--- config.mk ---
export PLATFORM = sky130hd
export DESIGN_NAME = tga_rle_pixel_decoder
export DESIGN_NICKNAME = d
export VERILOG_FILES = /design/src/trpd_pkg.sv /design/src/trpd_out_skid.sv /design/src/tga_rle_pixel_decoder.sv
export VERILOG_INCLUDE_DIRS = /design/src /design/src/src
export SDC_FILE = /design/constraint.sdc
export NUM_CORES = 1
export LEC_CHECK = 0
export BUFFER_PORTS_ARGS = -buffer_cell sky130_fd_sc_hd__buf_2
export CORE_MARGIN = 5
export CORE_UTILIZATION = 35
export DETAILED_ROUTE_END_ITERATION = 12
export PLACE_DENSITY = 0.59
export SYNTH_ARGS = -nofsm -noshare
export SYNTH_HDL_FRONTEND = slang
export SYNTH_SLANG_ARGS = --single-unit
--- constraint.sdc ---
create_clock -name i_clk -period 10.9 [get_ports i_clk]
set_input_delay 0 -clock i_clk [delete_from_list [all_inputs] [get_ports i_clk]]
set_output_delay 0 -clock i_clk [all_outputs]
set_load 0.1 [all_outputs]
--- src/assert_macros.svh ---
// -----------------------------------------------------------------------------
// assert_macros.svh
// Assertion macros shared by the RTL; compiled out with NO_ASSERTIONS.
// -----------------------------------------------------------------------------
`ifndef ASSERT_MACROS_SVH
`define ASSERT_MACROS_SVH
`ifndef NO_ASSERTIONS
// same-cycle implication
`define ASSERT_IMP(lbl, clk, rst_n, ante, cons) \
    lbl: assert property (@(posedge clk) disable iff (!rst_n) (ante) |-> (cons)) \
        else $error("same-cycle implication failed");
// next-cycle implication
`define ASSERT_NXT(lbl, clk, rst_n, ante, cons) \
    lbl: assert property (@(posedge clk) disable iff (!rst_n) (ante) |=> (cons)) \
        else $error("next-cycle implication failed");
`else
`define ASSERT_IMP(lbl, clk, rst_n, ante, cons)
`define ASSERT_NXT(lbl, clk, rst_n, ante, cons)
`endif
`endif

--- src/trpd_pkg.sv ---
// -----------------------------------------------------------------------------
// trpd_pkg
// Types and constants of the TGA run-length pixel decoder.
// -----------------------------------------------------------------------------
package trpd_pkg;

    localparam int unsigned CfgIdxW = 2;
    localparam int unsigned TotalW  = 32;
    localparam int unsigned ValueW  = 32;
    localparam int unsigned CountW  = 8;
    localparam int unsigned AccumW  = 24;

    // configuration register indexes
    localparam logic [CfgIdxW-1:0] CFG_BYTES_PER_PIXEL = 2'd0;
    localparam logic [CfgIdxW-1:0] CFG_PIXEL_TOTAL     = 2'd1;
    localparam logic [CfgIdxW-1:0] CFG_COMPRESSED_MODE = 2'd2;

    // register reset values
    localparam logic [2:0]        RST_BYTES_PER_PIXEL = 3'd3;
    localparam logic [TotalW-1:0] RST_PIXEL_TOTAL     = 32'd1;
    localparam logic              RST_COMPRESSED_MODE = 1'b1;

    // packet header: top bit picks run versus raw
    localparam int unsigned HdrRunBit = 7;

    typedef enum logic [2:0] {
        PH_HEADER = 3'b001,
        PH_RAW    = 3'b010,
        PH_RUN    = 3'b100
    } t_phase;

    typedef struct packed {
        logic [TotalW-1:0] first_index;
        logic [ValueW-1:0] pixel_value;
        logic [CountW-1:0] repeat_count;
        logic              image_done;
        logic              clipped;
    } t_result;

endpackage

--- src/trpd_out_skid.sv ---
// -----------------------------------------------------------------------------
// trpd_out_skid
// Two-entry result buffer: output register plus one skid entry.
// -----------------------------------------------------------------------------
`include "assert_macros.svh"

module trpd_out_skid (
    input  logic              i_clk,
    input  logic              i_rst_n,
    input  logic              i_push,      // only while o_full is low
    input  trpd_pkg::t_result i_push_data,
    output logic              o_full,
    output logic              o_valid,
    input  logic              i_ready,
    output trpd_pkg::t_result o_data
);
    import trpd_pkg::*;

    logic    r_out_valid;
    logic    r_skid_valid;
    t_result r_out;
    t_result r_skid;
    logic    out_load;

    assign out_load = !r_out_valid || i_ready;

    always_ff @(posedge i_clk) begin
        if (!i_rst_n) begin
            r_out_valid  <= 1'b0;
            r_skid_valid <= 1'b0;
        end else if (out_load) begin
            if (r_skid_valid) begin
                r_out_valid  <= 1'b1;
                r_skid_valid <= i_push;
            end else begin
                r_out_valid  <= i_push;
            end
        end else if (i_push) begin
            r_skid_valid <= 1'b1;
        end
    end

    always_ff @(posedge i_clk) begin
        if (out_load) begin
            if (r_skid_valid) begin
                r_out  <= r_skid;
                r_skid <= i_push_data;
            end else begin
                r_out  <= i_push_data;
            end
        end else if (i_push) begin
            r_skid <= i_push_data;
        end
    end

    assign o_full  = r_skid_valid;
    assign o_valid = r_out_valid;
    assign o_data  = r_out;

    `ASSERT_IMP(a_skid_behind_out, i_clk, i_rst_n, r_skid_valid, r_out_valid)
    `ASSERT_NXT(a_skid_drains_to_out, i_clk, i_rst_n, r_skid_valid, r_out_valid)
    `ASSERT_IMP(a_no_push_when_full, i_clk, i_rst_n, i_push, !r_skid_valid)

endmodule

--- src/tga_rle_pixel_decoder.sv ---
// -----------------------------------------------------------------------------
// tga_rle_pixel_decoder
// Rebuilds TGA pixels from the image data byte stream, raw or run-length coded.
// -----------------------------------------------------------------------------
//  channel  | direction | data                                   | sideband
//  ---------+-----------+----------------------------------------+----------------------
//  s (in)   | slave     | tdata[7:0] data_byte                   | tuser frame_start
//  m (out)  | master    | tdata first_index/pixel_value/repeat   | tlast image_done,
//           |           |                                        | tuser clipped
//  cfg      | write     | index: 0 bpp, 1 pixel total, 2 mode    | ready tied high
//
//  One byte word per clock while the output skid entry is empty. Each accepted
//  byte is decoded in the cycle it is accepted; its result (if any) is
//  registered in the output register, or in the skid entry while the output stalls.
//  Reset (synchronous, active low) loads the register defaults and clears the
//  decoder state. No clearing pass.
//  A stalled output fills a one-entry skid; the input drops ready only while
//  that skid entry is occupied, so s_tready is a register output.
// -----------------------------------------------------------------------------
`include "assert_macros.svh"

module tga_rle_pixel_decoder #(
    parameter int unsigned MAX_BYTES_PER_PIXEL = 4
) (
    input  logic                      i_clk,
    input  logic                      i_rst_n,
    // byte input
    input  logic                      i_s_tvalid,
    output logic                      o_s_tready,
    input  logic [7:0]                i_s_tdata,   // [7:0] data_byte
    input  logic                      i_s_tuser,   // [0] frame_start
    // pixel output
    output logic                      o_m_tvalid,
    input  logic                      i_m_tready,
    output logic [71:0]               o_m_tdata,   // [31:0] first_index,
                                                   // [63:32] pixel_value,
                                                   // [71:64] repeat_count
    output logic                      o_m_tlast,   // image_done
    output logic                      o_m_tuser,   // [0] clipped
    // configuration writes
    input  logic                      i_cfg_valid,
    output logic                      o_cfg_ready,
    input  logic [trpd_pkg::CfgIdxW-1:0] i_cfg_index,
    input  logic [31:0]               i_cfg_data
);
    import trpd_pkg::*;

    localparam logic [2:0] MaxBpp = 3'(MAX_BYTES_PER_PIXEL);

    // configuration
    logic [2:0]        r_bpp;
    logic [TotalW-1:0] r_total;
    logic              r_comp;

    // decoder state
    t_phase            r_phase,   n_phase;
    logic [6:0]        r_rem,     n_rem;
    logic [1:0]        r_bp,      n_bp;
    logic [AccumW-1:0] r_accum,   n_accum;
    logic [TotalW-1:0] r_pos,     n_pos;

    // state seen by this byte (restart folded in)
    t_phase            c_phase;
    logic [6:0]        c_rem;
    logic [1:0]        c_bp;
    logic [AccumW-1:0] c_accum;
    logic [TotalW-1:0] c_pos;

    logic              s_acc;
    logic              skid_full;
    logic [2:0]        eff_bpp;
    logic              partial;
    logic [4:0]        shamt;
    logic [ValueW-1:0] byte_shifted;
    logic [TotalW-1:0] left;
    logic [CountW-1:0] run_count;
    logic              emit;
    t_result           res;
    t_result           out_res;
    logic              out_valid;

    assign o_cfg_ready = 1'b1;

    always_ff @(posedge i_clk) begin
        if (!i_rst_n) begin
            r_bpp   <= RST_BYTES_PER_PIXEL;
            r_total <= RST_PIXEL_TOTAL;
            r_comp  <= RST_COMPRESSED_MODE;
        end else if (i_cfg_valid) begin
            unique case (i_cfg_index)
                CFG_BYTES_PER_PIXEL: r_bpp   <= i_cfg_data[2:0];
                CFG_PIXEL_TOTAL:     r_total <= i_cfg_data;
                CFG_COMPRESSED_MODE: r_comp  <= i_cfg_data[0];
                default:             ;
            endcase
        end
    end

    assign o_s_tready = !skid_full;
    assign s_acc      = i_s_tvalid && o_s_tready;

    // frame_start restarts before the byte is looked at
    assign c_phase = i_s_tuser ? PH_HEADER : r_phase;
    assign c_rem   = i_s_tuser ? 7'd0 : r_rem;
    assign c_bp    = i_s_tuser ? 2'd0 : r_bp;
    assign c_accum = i_s_tuser ? '0 : r_accum;
    assign c_pos   = i_s_tuser ? '0 : r_pos;

    // out-of-range pixel sizes clamp to 1 .. MAX_BYTES_PER_PIXEL
    always_comb begin
        priority if (r_bpp == 3'd0) begin
            eff_bpp = 3'd1;
        end else if (r_bpp > MaxBpp) begin
            eff_bpp = MaxBpp;
        end else begin
            eff_bpp = r_bpp;
        end
    end

    assign partial      = (({1'b0, c_bp} + 3'd1) < eff_bpp);
    assign shamt        = {c_bp, 3'b000};
    assign byte_shifted = {24'd0, i_s_tdata} << shamt;
    assign left         = r_total - c_pos;
    assign run_count    = {1'b0, c_rem} + 8'd1;

    always_comb begin
        n_phase = c_phase;
        n_rem   = c_rem;
        n_bp    = c_bp;
        n_accum = c_accum;
        n_pos   = c_pos;
        emit    = 1'b0;
        res.first_index  = c_pos;
        res.pixel_value  = {8'd0, c_accum} | byte_shifted;
        res.repeat_count = 8'd1;
        res.image_done   = 1'b0;
        res.clipped      = 1'b0;

        priority if (c_pos >= r_total) begin
            // image complete: byte dropped
        end else if (r_comp && (c_phase == PH_HEADER)) begin
            n_phase = i_s_tdata[HdrRunBit] ? PH_RUN : PH_RAW;
            n_rem   = i_s_tdata[6:0];
            n_bp    = 2'd0;
            n_accum = '0;
        end else if (partial) begin
            n_accum = c_accum | byte_shifted[AccumW-1:0];
            n_bp    = c_bp + 2'd1;
        end else begin
            emit    = 1'b1;
            n_bp    = 2'd0;
            n_accum = '0;
            if (r_comp && (c_phase == PH_RUN)) begin
                // run longer than what is left gets cut at the total
                if ({24'd0, run_count} > left) begin
                    res.repeat_count = left[CountW-1:0];
                    res.clipped      = 1'b1;
                end else begin
                    res.repeat_count = run_count;
                end
                n_phase = PH_HEADER;
                n_rem   = 7'd0;
            end else if (r_comp) begin
                res.clipped = (left == 32'd1) && (c_rem != 7'd0);
                if (c_rem == 7'd0) begin
                    n_phase = PH_HEADER;
                end else begin
                    n_rem = c_rem - 7'd1;
                end
            end
            // count never passes what is left, so done is an equality
            res.image_done = ({24'd0, res.repeat_count} == left);
            n_pos = c_pos + {24'd0, res.repeat_count};
        end
    end

    always_ff @(posedge i_clk) begin
        if (!i_rst_n) begin
            r_phase <= PH_HEADER;
            r_rem   <= 7'd0;
            r_bp    <= 2'd0;
            r_accum <= '0;
            r_pos   <= '0;
        end else if (s_acc) begin
            r_phase <= n_phase;
            r_rem   <= n_rem;
            r_bp    <= n_bp;
            r_accum <= n_accum;
            r_pos   <= n_pos;
        end
    end

    trpd_out_skid u_out (
        .i_clk       (i_clk),
        .i_rst_n     (i_rst_n),
        .i_push      (s_acc && emit),
        .i_push_data (res),
        .o_full      (skid_full),
        .o_valid     (out_valid),
        .i_ready     (i_m_tready),
        .o_data      (out_res)
    );

    assign o_m_tvalid = out_valid;
    assign o_m_tdata  = {out_res.repeat_count, out_res.pixel_value, out_res.first_index};
    assign o_m_tlast  = out_res.image_done;
    assign o_m_tuser  = out_res.clipped;

    // a clipped packet always ends the image
    `ASSERT_IMP(a_clip_ends_image, i_clk, i_rst_n, o_m_tvalid && o_m_tuser, o_m_tlast)
    `ASSERT_IMP(a_count_nonzero, i_clk, i_rst_n, o_m_tvalid, o_m_tdata[71:64] != 8'd0)
    // a decoded byte never moves the position past the total
    `ASSERT_IMP(a_pos_bounded, i_clk, i_rst_n, s_acc && emit, n_pos <= r_total)

endmodule

======== After elaboration in Yosys (flattened, before gate mapping) ========
Cells that the tools add are included.
storage, ports and cells
  flip-flop bits (word level) ............. 254
  input port bits ......................... 48
  output and inout bits ................... 77
  logic and storage cells ................. 108
operators by class
  add/subtract/negate cells ............... 6
  magnitude comparators ................... 4
  eq/ne operators ......................... 7
  shift operators ......................... 1
  multiplexer cells ....................... 51
  bitwise gates (word level) .............. 2
  reduce and logical (&&, ||, !) cells .... 17
operators with widths
  operator                                                                 count
  74-bit two-way mux                                                       4
  32-bit two-way mux                                                       4
  24-bit two-way mux                                                       4
  7-bit two-way mux                                                        7
  8-bit two-way mux                                                        5
  32-bit by 8-bit adder with 32-bit output                                 1
  32-bit by 1-bit equality test with 1-bit output (second input constant)  1
  8-bit by 32-bit equality test with 1-bit output                          1
  32-bit >= comparator                                                     1
  8-bit by 32-bit greater-than comparator with 1-bit output                1
  24-bit by 32-bit OR with 32-bit output                                   1
  8-bit by 5-bit << shifter with 32-bit output                             1
  32-bit subtractor                                                        1
  10-bit two-way mux                                                       3
  3-bit two-way mux                                                        10
  24-bit OR                                                                1
  1-bit two-way mux                                                        10
  7-bit by 1-bit adder with 8-bit output (second input constant)           1
  2-bit two-way mux                                                        4
  2-bit AND reduction                                                      4
  7-bit logical NOT                                                        1
  7-bit nonzero test                                                       1
  7-bit by 1-bit subtractor with 7-bit output (second input constant)      1
  1-bit logical AND                                                        5
  other kinds (14)                                                         15

======== Logic depth before layout (Yosys ltp) ========
  word-level depth ........................ 14
  mapped depth ............................ 33
  mapped depth without buffers ............ 27

======== Modules after synthesis ========
From an unflattened synthesis, not the netlist that was laid out.
second synthesis, totals
  cell total of the unflattened synthesis .. 1429
  area, all modules ....................... 13930.9 um^2
modules (own cells, without submodules)
  module                 times used  cells an instance  area an instance (um^2)  sequential area each (um^2)
  tga_rle_pixel_decoder  1           1188               8393.0                   2082.0
  trpd_out_skid          1           241                5537.8                   4484.3

======== Worst setup path before layout ========
No wires, ideal clock.
  path kind ............................... input-to-reg
  start point ............................. input i_s_tuser
  end point ............................... register u_out.r_skid[0] (netlist name), enable pin
  library setup time ...................... 1.163 ns
  arrival time ............................ 6.205 ns
  required time ........................... 9.737 ns
  setup slack ............................. 3.533 ns
  stages .................................. 21
  buffers on the path ..................... 5
  cells stage by stage .................... clkinv_1 clkbuf_1 clkbuf_1 buf_1 clkbuf_1 nand2_1 fa_1 a211oi_1 o211ai_1 a21oi_2 o21bai_2 a21oi_1 o21ai_0 a21o_1 a21o_1 a21oi_1 o21a_1 nor4_1 clkbuf_1 nand2_1 o21ai_0
on the way
  cells in the longest elaborated chain, start to end .. 9
  elaborated cells between the ends (all ways) .. 14
  classes of those cells .................. 1 x add/sub; 2 x order compare; 1 x eq/ne; 6 x mux; 4 x reduce/logical
ends and longest elaborated chain
  what                                      line                          text
  from (decl)                               tga_rle_pixel_decoder.sv:31   input logic i_s_tuser,
  2-bit two-way mux                         tga_rle_pixel_decoder.sv:105  assign c_bp = i_s_tuser ? 2'd0 : r_bp;
  2-bit by 1-bit adder with 3-bit output    tga_rle_pixel_decoder.sv:120  assign partial = (({1'b0, c_bp} + 3'd1) < eff_bpp);
  3-bit less-than comparator                tga_rle_pixel_decoder.sv:120
  1-bit two-way mux                         tga_rle_pixel_decoder.sv:146  end else if (partial) begin
  1-bit two-way mux                         tga_rle_pixel_decoder.sv:141  end else if (r_comp && (c_phase == PH_HEADER)) begin
  1-bit two-way mux (*)                     tga_rle_pixel_decoder.sv:139  priority if (c_pos >= r_total) begin
  1-bit logical AND (*)                     tga_rle_pixel_decoder.sv:196  .i_push (s_acc && emit),
  2-bit nonzero test (no source line) (*)   -
  2-bit AND reduction (no source line) (*)  -
  to (signal assigned)                      trpd_out_skid.sv:47           r_skid <= i_push_data;
  to (signal assigned)                      trpd_out_skid.sv:52           r_skid <= i_push_data;
  to (decl)                                 trpd_out_skid.sv:22           t_result r_skid;
Every way passes the cells marked *; elsewhere a longest branch is shown, timed or not.
A chain may end at the register's enable or synchronous reset.

======== Final worst setup path ========
  start point ............................. register r_pos[0]
  end point ............................... register r_pos[31]
on the way
  cells in the longest elaborated chain, start to end .. 12
  elaborated cells between the ends (all ways) .. 13
  classes of those cells .................. 2 x add/sub; 2 x order compare; 9 x mux
ends and longest elaborated chain
  what                                                       line                          text
  from (decl)                                                tga_rle_pixel_decoder.sv:60   logic [TotalW-1:0] r_pos, n_pos;
  from (signal assigned)                                     tga_rle_pixel_decoder.sv:189  r_pos <= n_pos;
  32-bit two-way mux (*)                                     tga_rle_pixel_decoder.sv:107  assign c_pos = i_s_tuser ? '0 : r_pos;
  named net c_pos[0]                                         tga_rle_pixel_decoder.sv:67   logic [TotalW-1:0] c_pos;
  32-bit subtractor                                          tga_rle_pixel_decoder.sv:123  assign left = r_total - c_pos;
  8-bit by 32-bit greater-than comparator with 1-bit output  tga_rle_pixel_decoder.sv:155  if ({24'd0, run_count} > left) begin
  8-bit two-way mux                                          tga_rle_pixel_decoder.sv:155
  8-bit two-way mux                                          tga_rle_pixel_decoder.sv:153  if (r_comp && (c_phase == PH_RUN)) begin
  8-bit two-way mux                                          tga_rle_pixel_decoder.sv:146
  8-bit two-way mux                                          tga_rle_pixel_decoder.sv:141
  8-bit two-way mux                                          tga_rle_pixel_decoder.sv:139
  32-bit by 8-bit adder with 32-bit output                   tga_rle_pixel_decoder.sv:173  n_pos = c_pos + {24'd0, res.repeat_count};
  32-bit two-way mux                                         tga_rle_pixel_decoder.sv:146
  32-bit two-way mux                                         tga_rle_pixel_decoder.sv:141
  32-bit two-way mux (*)                                     tga_rle_pixel_decoder.sv:139
Mark *: on every way through the listed nets, which the timed path passes. The rest lies on a longest branch. The select of a mux whose other input is x is not followed.

==> impl_results.md <==
- Post-CTS clock slew at the launch and capture registers of the worst setup and hold paths: 0.06 ns
- Die extent in y: 209 um
- Worst EP required: between 10 and 15 ns
- Status: finished clean
- DR vias/cell: about 5.5
- IO Count: between 100 and 150
- Post-synthesis to final-layout area growth: 17.5%
- Filler cells: 3,821
- Number of nets in the synthesized netlist: approximately 1,600
- DRC errors left: 0
- Max capacitance violation total: 0
- Slew HR: 33.9%
- Total track usage: between 10% and 20%
- Total Die Area: 43,500 um^2
- Global-route wire length before repair: 64,600 um
- Worst Path Max Fanout: 17
- Count of synthesis-stage warnings from yosys: 0
- Initial antenna violation count: 0
- H-tree depth: 1
- Number of iterations in the first detailed-routing pass: 6
- TritonCTS clock tree: built
- Top routing layer used: met4
- Half-perimeter wire length of the detailed placement result: between 20,000 and 30,000 um
- Highest-count cells in the layout ignoring fill and taps: nand2_1 (228), edfxtp_1 (148), buf_2 (123)
- R2R cell count: 25
- Ys flop type: edfxtp_1
- Post-layout min period: around 7.2 ns
- Sum of met2 wire segment lengths after detailed routing: 19,300 um
- Setup repair bufs after CTS: 0
- Async set-reset flop share out of synthesis: 0%
- GR Overflow Total: 0
- Clk sinks: 254
- Fraction of final layout cells with drive strength greater than 1: 14.5%
- Setup slack on the worst flop-to-flop path: 3.69 ns
- Final Skew: 0.0253 ns
- FF+latch count, synth: roughly 250
- Setup slack at placement: between 3 and 4 ns
- Final routed wirelength across all metal layers: 41,200 um
- Antenna-violating nets left: 0
- Inserted Diodes: 0
- End point of the most critical hold path: r_rem[0]$_SDFFE_PN0P_
- Deepest clock path buffer count: 3
- Later-pin clock latency in the skew report: approximately 0.58 ns
- Met3 Wirelength: around 2100 um
- Share of the cycle needed by the critical path after routing: 66.2%
- Count of distinct cell types in the synthesized netlist: 84
- Post-Synthesis Mean Instance Area: slightly above 9 um^2
- Power density over the cells: 142 nW/um^2
- Vias in the first global route: 11,200
- Final Hold Fails: 0
- Met1 routed wirelength after detailed routing: 18,600 um
- Data arrival time of the critical path: 7.71 ns
- Static leakage: 0.00651 uW
- RR Endpoint: r_pos[31]$_SDFFE_PN0P_
- Final TNS setup: 0 ns
- Most frequent standard cell in the layout excluding fill and tap cells: nand2_1
- Worst Hold Path Cells: 5
- Starting Density: 35.6%
- Setup crit start kind: register
- Routed length per placed instance: 19.1 um
- Worst IR drop on VDD: 0.0956 mV
- Clock buffers created by TritonCTS: 29
- Crit Path Class: reg2reg
- Startpoint of the most critical register-to-register path: r_pos[0]$_SDFFE_PN0P_
- Number of resized instances in the post-cts repair step: 0
- Std cell rows: 72
- Setup repair after global routing missed its margin: false
- PnR worst setup slack: 3.69 ns
- Nets: 1,721
- Setup crit end kind: register
- X dimension of the die: 209 um
- Slew at the pin closest to its max-slew limit: 0.967 ns
- Port buffer count: roughly 120
- Slowest cell on the critical path: nor4_4
- DRC marker count from the first detailed-route iteration: 1,151
- Gpl congestion: between 0.8 and 0.9
- Path type of the worst min-delay path: in2reg
- Max-slew violations: 0
- Maximum clock frequency: about 0.14 GHz
- Hold-fix buffer count after cts: 47
- Worst Hold Launch: i_s_tvalid
- Largest net degree at the start of global routing: 66
- Count of final setup violators: 0
- Clk Tree Root Cell: clkbuf_16
- Core ar.: 38,800 um^2
- Cell count after synthesis: 1,483
- Max incr delay on CP: slightly below 0.8 ns
- Post-synth EDFFs: 148
- Post-synthesis sequential area ratio: 47.5%
- Via total after detailed routing: between 10,000 and 15,000
- Mapped cell area: 13,800 um^2
## power breakdown
group	leakage (uW)	total [uW]	internal, uW	switching [uW]
registers	0.00228	1030	1020	10.9
clock network	0.000437	915	519	397
logic	0.00379	365	120	245
total	0.00651	2310	1660	652
## Yosys cell counts, drive strengths merged (9+ instances only)
master	n	area, um^2
a22o	10	87.6
o21ai	90	458
mux2	25	282
o21a	13	97.6
inv	65	244
a31oi	9	56.3
xor2	17	149
nor4	18	134
nor2b	15	93.8
nor3	31	155
nand3	38	190
mux2i	19	190
xnor2	15	131
a211oi	10	80.1
nor2	116	435
o31ai	25	188
dfxtp	106	2120
a21oi	119	618
a22oi	36	275
edfxtp	148	4440
a21o	11	82.6
nand4	30	194
buf	21	123
clkbuf	64	240
ha	55	688
or3	12	75.1
nand2	229	867
o211ai	13	97.6
and3	17	106
## cell type report
class / instances / area (um^2) / area share, %
multi-input cells: 1078 / 6660 / 41.0
flip-flops and latches: 254 / 6570 / 40.5
repair buffers: 187 / 1210 / 7.48
clock buffers: 42 / 815 / 5.02
well taps: 518 / 648 / 3.99
inverters: 66 / 249 / 1.53
clock inverters: 12 / 73.8 / 0.455
## logic make-up (layout without fill, tap and decap cells)
logic type | count (synthesis) | in the layout | share of synthesized area [%]
adders and majority gates | 57 | 57 | 5.27
AOI/OAI and AO/OA | 400 | 400 | 19.0
other | 1 | 1 | 0.0272
and+or+nand+nor | 544 | 544 | 18.3
DFF | 254 | 254 | 47.5
muxes | 44 | 44 | 3.42
buffers and inverters | 151 | 307 | 4.42
xor gates and xnor gates | 32 | 32 | 2.03
## worst max-delay path: cells and delay by family, from the launching register on
family	cells	cell delay (ns)
mux	1	0.17
fa+ha+maj	3	0.87
buf+inv	2	0.12
compound gates	12	3.36
xor+xnor	1	0.18
flops	1	0.33
simple gates	6	2.07
## stage by stage
stage	instance area, um^2	std cells	total power [uW]	hold WS (ns)	utilization, %
global route	16200	2157	2410	0.0880	41.8
CTS	16200	2157	2330	0.0269	41.8
global placement	14900	2056	1400	0.242	38.3
finish	16200	2157	2310	0.0632	41.8
floorplan	13800	1483	1310	0.125	-
detailed placement	14900	2056	1400	0.245	38.3
## sequential cells by signal, summed over array words and instances, names as in the netlist
| name | count |
|---|---|
| r_accum | 24 |
| r_bp | 2 |
| r_bpp | 3 |
| r_comp | 1 |
| r_phase | 3 |
| r_pos | 32 |
| r_rem | 7 |
| r_total | 32 |
| u_out.o_data | 74 |
| u_out.o_full | 1 |
| u_out.o_valid | 1 |
| u_out.r_skid | 74 |
## worst max path at each step
| stage | from | to | slack, ns | depth (start not counted) |
|---|---|---|---|---|
| final | r_pos[0]$_SDFFE_PN0P_ | r_pos[31]$_SDFFE_PN0P_ | 3.69 | 25 |
| after global routing | r_pos[0]$_SDFFE_PN0P_ | r_pos[31]$_SDFFE_PN0P_ | 3.10 | 26 |
| after CTS | r_pos[0]$_SDFFE_PN0P_ | r_pos[27]$_SDFFE_PN0P_ | 3.70 | 26 |
| after detailed placement | i_s_tuser | r_pos[27]$_SDFFE_PN0P_ | 3.29 | 28 |
| after global placement | i_s_tuser | r_pos[31]$_SDFFE_PN0P_ | 3.43 | 27 |
| after floorplan | i_s_tuser | u_out.r_skid[0]$_DFFE_PP_ | 3.53 | 21 |
## layer usage
layer	global-route usage (%)	up-vias
met2	29.9	355
li1	-	5710
met1	25.3	5701
met5	0	-
met3	2.37	53
met4	5.36	0
Power figures use the tool's default switching activity.
